### config.mk
export PLATFORM = sky130hd
export DESIGN_NAME = fcq_front
export DESIGN_NICKNAME = d
export VERILOG_FILES = /design/src/fcq_pkg.sv /design/src/fcq_front.sv
export SDC_FILE = /design/constraint.sdc
export NUM_CORES = 1
export LEC_CHECK = 0
export ABC_CLOCK_PERIOD_IN_PS = 13100
export BUFFER_PORTS_ARGS = -buffer_cell sky130_fd_sc_hd__buf_4
export CORE_UTILIZATION = 55
export CTS_BUF_LIST = sky130_fd_sc_hd__clkbuf_2 sky130_fd_sc_hd__clkbuf_4 sky130_fd_sc_hd__clkbuf_8
export DETAILED_ROUTE_END_ITERATION = 16
export MAX_ROUTING_LAYER = met4
export PLACE_DENSITY = 0.83
export SYNTH_ARGS = -nofsm -noshare
export SYNTH_HDL_FRONTEND = slang
export SYNTH_SLANG_ARGS = --single-unit
### constraint.sdc
create_clock -name clk -period 13.1 [get_ports clk]
set_input_delay 1.965 -clock clk [delete_from_list [all_inputs] [get_ports clk]]
set_output_delay 1.965 -clock clk [all_outputs]
set_load 0.05 [all_outputs]
### src/fcq_pkg.sv
`timescale 1ns / 1ps

package fcq_pkg;

	// datapath widths
	localparam int ACC_W  = 60;
	localparam int A_W    = 37;
	localparam int B_W    = 23;
	localparam int CW     = 34;
	localparam int ZW     = 33;
	localparam int ATAN_N = 24;
	localparam int AI_W   = 5;

	// fixed start gain of the rotator, q2.30
	localparam logic signed [CW-1:0] CORDIC_GAIN = 34'sd652032874;
	// one over two pi, q8.24
	localparam logic signed [B_W-1:0] INV_TWO_PI = 23'sd2670177;

	// atan(2^-i) in units of 2^-32 turn
	localparam logic [31:0] ATAN_TAB [ATAN_N] = '{
		32'h20000000, 32'h12E4051E, 32'h09FB385B, 32'h051111D4, 32'h028B0D43,
		32'h0145D7E1, 32'h00A2F61E, 32'h00517C55, 32'h0028BE53, 32'h00145F2F,
		32'h000A2F98, 32'h000517CC, 32'h00028BE6, 32'h000145F3, 32'h0000A2FA,
		32'h0000517D, 32'h000028BE, 32'h0000145F, 32'h00000A30, 32'h00000518,
		32'h0000028C, 32'h00000146, 32'h000000A3, 32'h00000051
	};

	typedef struct packed {
		logic [15:0] yaw_amount;
		logic [15:0] pitch_amount;
		logic [15:0] roll_amount;
		logic [15:0] forward_amount;
		logic [15:0] right_amount;
		logic [15:0] up_amount;
		logic [31:0] pos_x;
		logic [31:0] pos_y;
		logic [31:0] pos_z;
		logic        reset_angles;
		logic        clear_move;
	} in_item_t;

	typedef struct packed {
		in_item_t raw;
		logic     has_move;
	} item_t;

	typedef struct packed {
		logic [15:0] movement_speed;
		logic [15:0] rotation_speed;
		logic [15:0] up_multiplier;
		logic        invert_look;
		logic [15:0] initial_pitch;
		logic [15:0] initial_yaw;
		logic [15:0] initial_roll;
	} cfg_t;

	typedef struct packed {
		logic [31:0] new_x;
		logic [31:0] new_y;
		logic [31:0] new_z;
		logic [15:0] quat_w;
		logic [15:0] quat_x;
		logic [15:0] quat_y;
		logic [15:0] quat_z;
	} result_t;

	typedef enum logic [2:0] {
		REG_MOVEMENT_SPEED = 3'd0,
		REG_ROTATION_SPEED = 3'd1,
		REG_UP_MULTIPLIER  = 3'd2,
		REG_INVERT_LOOK    = 3'd3,
		REG_INITIAL_PITCH  = 3'd4,
		REG_INITIAL_YAW    = 3'd5,
		REG_INITIAL_ROLL   = 3'd6
	} cfg_reg_t;

	typedef enum logic [2:0] {
		ST_IDLE,
		ST_ANGLE,
		ST_CORDIC,
		ST_QUAT,
		ST_OUT
	} back_state_t;

endpackage

### src/fcq_front.sv
`timescale 1ns / 1ps

module fcq_front (
	input  logic              clk,
	input  logic              arst_n,
	input  logic              in_valid,
	output logic              in_ready,
	input  fcq_pkg::in_item_t in_item,
	output logic              pop_valid,
	input  logic              pop_ready,
	output fcq_pkg::item_t    pop_item
);

	fcq_pkg::item_t q_mem [2];
	logic           wr_q;
	logic           rd_q;
	logic [1:0]     cnt_q;
	logic           push;
	logic           pop;
	fcq_pkg::item_t entry;

	// classify: does this frame move the camera
	always_comb begin
		entry.raw      = in_item;
		entry.has_move = (|in_item.forward_amount) | (|in_item.right_amount) |
			(|in_item.up_amount);
	end

	assign in_ready  = (cnt_q != 2'd2);
	assign pop_valid = (cnt_q != 2'd0);
	assign push      = in_valid & in_ready;
	assign pop       = pop_valid & pop_ready;
	assign pop_item  = q_mem[rd_q];

	// two-entry queue pointers
	always_ff @(posedge clk or negedge arst_n) begin
		if (!arst_n) begin
			wr_q  <= 1'b0;
			rd_q  <= 1'b0;
			cnt_q <= 2'd0;
		end else begin
			if (push)
				wr_q <= ~wr_q;
			if (pop)
				rd_q <= ~rd_q;
			if (push && !pop)
				cnt_q <= cnt_q + 2'd1;
			else if (pop && !push)
				cnt_q <= cnt_q - 2'd1;
		end
	end

	// queue storage
	always_ff @(posedge clk) begin
		if (push)
			q_mem[wr_q] <= entry;
	end

endmodule

==> results of run 1 <==
power by group:
part	internal (µW)	switching (µW)	total (µW)
Sequential	1730	86.5	1820
Combinational	813	1530	2340
Clock	487	437	924
final timing paths:
check                      slack [ps]                 start  cells after the start                endpoint
max reg2reg                     10020  cnt_q[0]$_DFFE_PN0P_                      5  q_mem[0][27]$_DFFE_PP_
min in group asynchronous        1180                arst_n                      1        wr_q$_DFFE_PN0P_
min                               540  cnt_q[1]$_DFFE_PN0P_                      1    cnt_q[1]$_DFFE_PN0P_
max in group asynchronous       11810                arst_n                      1        rd_q$_DFFE_PN0P_
min reg2reg                       540  cnt_q[1]$_DFFE_PN0P_                      1    cnt_q[1]$_DFFE_PN0P_
max                              7390      rd_q$_DFFE_PN0P_                      4           pop_item[193]
cell usage in the layout, fill, tap and decap left out, drive strengths merged:
cell	n
nand2	2
xnor2	3
bufinv	1
dfrtp	4
nand4	3
clkbuf	74
and3	1
mux2	195
buf	402
xor2	2
or3	1
nor4	12
edfxtp	390
ha	1
inv	1
nand2b	1
nor2	2
clkinv	34
or2	1
logic make-up (layout without fill, tap and decap cells):
logic type,count (synthesis),in the layout
adder cells (fa/ha/maj),1,1
AND/OR/NAND/NOR,23,23
multiplexers,195,195
XOR/XNOR,5,5
flip-flops,394,394
buffers and inverters,23,512
metrics by stage:
stage / cells / hold WS, ps / setup slack, ps
2_1_floorplan: 641 / 456 / 2180
3_3_place_gp: 1356 / 484 / 7930
3_5_place_dp: 1356 / 498 / 7930
4_1_cts: 1465 / 539 / 7300
5_1_grt: 1465 / 570 / 7190
6_report: 1465 / 539 / 7390
registers in the layout, indices dropped and copies added, names as in the netlist:
register	cells
q_mem	390
cnt_q	2
rd_q	1
wr_q	1
cell type report:
class                   count  area share
inverters                   1    0.000195
repair buffers            402       0.156
clock buffers              74      0.0486
flip-flops and latches    394       0.613
clock inverters            35     0.00863
well taps                 335      0.0217
multi-input cells         224       0.152
per-layer routing:
metal	wire, µm	vias to the layer above
met5	0	-
met4	1010	0
met1	11100	3725
met2	16600	350
met3	2580	55
li1	-	3466
cell usage after synthesis:
library cell / number
edfxtp_1: 390
mux2_4: 140
mux2_2: 55
buf_6: 17
nor4_1: 11
buf_2: 5
dfrtp_1: 4
nand4_1: 3
xnor2_1: 3
nand2_1: 2
nor2_1: 2
xor2_1: 2
and3_1: 1
ha_1: 1
inv_1: 1
nand2b_1: 1
nor4_2: 1
or2_2: 1
or3_1: 1
==> impl_metrics.env, run 1 <==
export IMPL_status="finished, final reports clean"
export IMPL_worstPathArrival_ps=3740
export IMPL_cts_root_buf="clkbuf_8"
export IMPL_critPathKind="flop to output port"
export IMPL_fill_cells=1546
export IMPL_seq_area_frac_synth=0.790
export IMPL_synth_compound_area_frac=0
export IMPL_num_rows=59
export IMPL_cp_slowest_cell="buf_4"
export IMPL_ys_ff_latch=394
export IMPL_drive_gt1_frac=0.605
export IMPL_cap_violations=0
export IMPL_synthToLayoutAreaGrowth_pct=29.0
export IMPL_htree_num_levels=2
export IMPL_seq_area_um2=11800
export IMPL_dieHeight_um=167
export IMPL_cts_resized=0
export IMPL_dp_hpwl_mm=21.4
export IMPL_yosysWarnings=0
export IMPL_dr_pass1_iters=4
export IMPL_stdcell_area_um2=19300
export IMPL_finalHoldViolations=0
export IMPL_crit_chain="buf_4 > buf_4 > mux2_2 > buf_4"
export IMPL_max_stage_delay_ps=940
export IMPL_grtUsageMet1=0.240
export IMPL_critPathRequiredTime_ps=11140
export IMPL_setup_tns_ps=0
export IMPL_min_period_over_period=0.436
export IMPL_place_congestion=0.773
export IMPL_synth_area_leaders="edfxtp_1 (78%), mux2_4 (14%), mux2_2 (4.1%)"
export IMPL_syn_inst=641
export IMPL_fp_coreArea_um2=26400
export IMPL_path_buf_inv=3
export IMPL_final_setup_viol_count=0
export IMPL_leakage_uw=0.00760
export IMPL_grt_usage=0.229
export IMPL_drt_iter0_drc=484
export IMPL_synth_top_family_by_area="multiplexers"
export IMPL_top_usage_layer="met2"
export IMPL_nets=1281
export IMPL_vias=7596
export IMPL_slew_headroom=0.258
export IMPL_cts_buffer_depth=3
export IMPL_synth_top_cell_by_area="edfxtp_1"
export IMPL_hold_class="flop to flop"
export IMPL_crit_path_start_kind="flop"
export IMPL_powerDensity_nw_per_um2=263
export IMPL_syn_area_um2=14900
export IMPL_tightestPinTransition_ps=1110
export IMPL_synth_simple_gate_area_frac=0.00937
export IMPL_n_antenna_cell=0
export IMPL_maxSlewViolCount=0
export IMPL_cp_common_cell="buf_4"
export IMPL_clk_latency_ps=570
export IMPL_grt_util_met3=0.0684
export IMPL_wl_per_cell_um=21.4
export IMPL_antenna_found_initial=0
export IMPL_max_freq_ghz=0.175
export IMPL_finClkSkew_ps=20.5
export IMPL_post_cts_buffers=0
export IMPL_synth_nets=840
export IMPL_grt_max_degree=81
export IMPL_clkTransAtPathRegs_ps=60
export IMPL_grt_pass1_vias=8144
export IMPL_wl_mm=31.3
export IMPL_drc_errors=0
export IMPL_vias_per_cell=5.18
export IMPL_ant_nets=0
export IMPL_fp_dieW_um=167
export IMPL_cp_top_family="buffers and inverters"
export IMPL_post_dp_cell_area_um2=18200
export IMPL_cp_max_fo=63
export IMPL_overflow=0
export IMPL_synth_xor_area_share=0.00293
export IMPL_synth_cell_types=19
export IMPL_fin_crit_ps=5710
export IMPL_io_buffers=394
export IMPL_start_util=0.567
export IMPL_report_power_total_uw=5080
export IMPL_clock_sinks=394
export IMPL_hold_buffers=0
export IMPL_crit_path_end_kind="output port"
export IMPL_multiInputGateArea_um2=2930
export IMPL_ir_drop_mv=0.255
export IMPL_dieArea_um2=27800
export IMPL_syn_area_per_cell_um2=23.3
export IMPL_synthAdderAreaFrac=0.000837
export IMPL_grt_pass1_wl_mm=46.1
export IMPL_io_pins=395
export IMPL_cts_tree="done"
export IMPL_numCtsBuffers=59
export IMPL_synth_top_area_frac=0.783
export IMPL_final_util=0.732
export IMPL_synth_mux_area_frac=0.182
export IMPL_rsz0062_at_grt="false"
export IMPL_use_met2=0.403
(Power assumes the default switching activity.)
==> inputs of run 2 (changes only) <==
--- a/config.mk
+++ b/config.mk
@@ -5,13 +5,13 @@
 export SDC_FILE = /design/constraint.sdc
 export NUM_CORES = 1
 export LEC_CHECK = 0
-export ABC_CLOCK_PERIOD_IN_PS = 13100
+export ABC_CLOCK_PERIOD_IN_PS = 4700
 export BUFFER_PORTS_ARGS = -buffer_cell sky130_fd_sc_hd__buf_4
-export CORE_UTILIZATION = 55
+export CORE_UTILIZATION = 49
 export CTS_BUF_LIST = sky130_fd_sc_hd__clkbuf_2 sky130_fd_sc_hd__clkbuf_4 sky130_fd_sc_hd__clkbuf_8
 export DETAILED_ROUTE_END_ITERATION = 16
 export MAX_ROUTING_LAYER = met4
-export PLACE_DENSITY = 0.83
+export PLACE_DENSITY = 0.78
 export SYNTH_ARGS = -nofsm -noshare
 export SYNTH_HDL_FRONTEND = slang
 export SYNTH_SLANG_ARGS = --single-unit
==> constraint.sdc (replaced) <==
create_clock -name clk -period 4.7 [get_ports clk]
set_input_delay 0.705 -clock clk [delete_from_list [all_inputs] [get_ports clk]]
set_output_delay 0.705 -clock clk [all_outputs]
set_load 0.05 [all_outputs]
==> run 2 against run 1 <==
Sequential share of layout area is 0.66 points lower. Combinational power grew to 2.8 times the previous value. Flip-flop and latch count stayed put. Setup slack worse by 5900 ps. Clock-buffer cell count is 3 higher. Clock power grew to 2.9 times the previous value. Final cell count is 4.2% higher. Register-to-register slack worse by 7600 ps. Die area is 12% higher. Worst hold slack worse by 240 ps. Critical path type unchanged. Highest routed layer unchanged.
==> impl_metrics.env, run 2 (synthesis results as in run 1) <==
export IMPL_status="finished, final reports clean"
export IMPL_final_cell_mix="buf_4 (400), edfxtp_1 (390), mux2_4 (140)"
export IMPL_setup_tns_ps=0
export IMPL_tightestPinTransition_ps=961
export IMPL_reg2reg_setup_slack_ps=2400
export IMPL_met1_length_mm=11.5
export IMPL_vias=7683
export IMPL_final_util=0.654
export IMPL_cp_slowest_cell="dfrtp_4"
export IMPL_startpoint="rd_q$_DFFE_PN0P_"
export IMPL_clkTransAtPathRegs_ps=70
export IMPL_max_freq_ghz=0.307
export IMPL_fill_cells=2048
export IMPL_grt_max_degree=159
export IMPL_post_cts_buffers=0
export IMPL_reg2reg_from="cnt_q[0]$_DFFE_PN0P_"
export IMPL_nets=1286
export IMPL_final_common_cell="buf_4"
export IMPL_r2r_end="q_mem[1][166]$_DFFE_PP_"
export IMPL_io_pins=395
export IMPL_drc_errors=0
export IMPL_largestRegisters="q_mem x390, cnt_q x2"
export IMPL_clock_sinks=394
export IMPL_dieHeight_um=177
export IMPL_num_rows=63
export IMPL_drt_iter0_drc=477
export IMPL_crit_path_start_kind="flop"
export IMPL_dr_pass1_iters=6
export IMPL_vias_per_cell=5.03
export IMPL_critPathKind="flop to output port"
export IMPL_dieArea_um2=31200
export IMPL_io_buffers=394
export IMPL_ant_nets=0
export IMPL_grt_pass1_vias=8023
export IMPL_cts_tree="done"
export IMPL_place_inst=1414
export IMPL_dr_wl_met3_mm=2.73
export IMPL_powerDensity_nw_per_um2=733
export IMPL_place_congestion=0.757
export IMPL_htree_num_levels=2
export IMPL_wl_mm=31.2
export IMPL_rsz0062_at_grt="false"
export IMPL_highest_layer="met4"
export IMPL_synthToLayoutAreaGrowth_pct=30.4
export IMPL_dp_hpwl_mm=21.3
export IMPL_cp_max_fo=49
export IMPL_grt_usage=0.200
export IMPL_fin_cells=1526
export IMPL_leakage_uw=0.00766
export IMPL_largest_register_ffs=390
export IMPL_hold_class="input pin to flop"
export IMPL_clk_latency_ps=580
export IMPL_final_setup_viol_count=0
export IMPL_slew_headroom=0.360
export IMPL_cp_endpoint="pop_item[27]"
export IMPL_whs_ps=301
export IMPL_finClkSkew_ps=21.4
export IMPL_antenna_found_initial=1
export IMPL_finalHoldViolations=0
export IMPL_crit_chain="buf_12 > mux2_2 > buf_4"
export IMPL_cap_violations=0
export IMPL_drive_gt1_frac=0.612
export IMPL_top_register="q_mem"
export IMPL_max_stage_delay_ps=930
export IMPL_min_period_over_period=0.693
export IMPL_numCtsBuffers=60
export IMPL_critPathRequiredTime_ps=3990
export IMPL_fp_dieW_um=177
export IMPL_fp_coreArea_um2=29800
export IMPL_maxSlewViolCount=0
export IMPL_wl_met2_mm=15.9
export IMPL_worstPathArrival_ps=2550
export IMPL_grt_pass1_wl_mm=45.1
export IMPL_fin_crit_ps=3260
export IMPL_start_util=0.502
export IMPL_crit_path_end_kind="output port"
export IMPL_ir_drop_mv=0.475
export IMPL_overflow=0
export IMPL_cts_buffer_depth=3
export IMPL_wl_per_cell_um=20.5
export IMPL_cts_root_buf="clkbuf_8"
export IMPL_reg2reg_depth=3
## run 2: cell count changes in the layout (fill, tap and decap cells not counted)
| cell | before | now |
|---|---|---|
| buf_4 | 402 | 400 |
| inv_6 | 0 | 1 |
| clkinvlp_4 | 0 | 1 |
| clkbuf_8 | 61 | 60 |
| dlygate4sd3_1 | 0 | 1 |
| clkinv_2 | 7 | 8 |
| buf_12 | 0 | 5 |
| diode_2 | 0 | 2 |
| bufinv_16 | 1 | 2 |
| clkbuf_4 | 13 | 17 |
| clkinv_1 | 27 | 20 |
## run 2: final cells by class
cell class	instances	area, µm²	area share
Inverter	1	3.75	0.000192
Tap cell	390	488	0.0250
Clock buffer	77	953	0.0489
Sequential cell	394	11800	0.606
Multi-Input combinational cell	224	2930	0.150
Antenna cell	2	5.00	0.000257
Clock inverter	32	191	0.00982
Timing Repair Buffer	406	3110	0.160
## run 2: report_power, final
group          switching (µW)  internal [µW]  total [µW]
combinational            4220           2300        6510
clock                    1250           1430        2680
sequential                286           4810        5100
total                    5750           8540       14300
## run 2: critical path: cells and delay by family (launching register included)
| family | cells | cell delay, ps |
|---|---|---|
| muxes | 1 | 390 |
| DFF | 1 | 930 |
| buffers and inverters | 2 | 590 |
## run 2: metal layers
| metal | vias to the layer above | track usage |
|---|---|---|
| met2 | 340 | 0.337 |
| met4 | 0 | 0.0779 |
| met5 | - | - |
| li1 | 3474 | - |
| met3 | 68 | 0.0619 |
| met1 | 3801 | 0.222 |
## run 2: metrics by stage
stage | total power, µW | worst slack [ps] | cell area [µm²]
finish | 14300 | 1440 | 19500
global route | 14800 | 1320 | 19500
CTS | 14400 | 1410 | 19500
detailed placement | 11700 | 2040 | 18300
global placement | 11600 | 2040 | 18300
floorplan | 10100 | 271 | 15000
## run 2: worst min-delay path by stage
stage               depth (start not counted)            startpoint                 endpoint
floorplan                                   0                arst_n     cnt_q[0]$_DFFE_PN0P_
global placement                            1  cnt_q[1]$_DFFE_PN0P_     cnt_q[1]$_DFFE_PN0P_
detailed placement                          1  cnt_q[1]$_DFFE_PN0P_     cnt_q[1]$_DFFE_PN0P_
CTS                                         1           in_item[24]   q_mem[1][25]$_DFFE_PP_
global route                                1           in_item[44]   q_mem[0][45]$_DFFE_PP_
finish                                      1          in_item[168]  q_mem[1][169]$_DFFE_PP_
## run 2: what timing repair did
action,CTS,global route
hold endpoints to repair,4,0
hold buffers,1,0
resized for setup,0,0
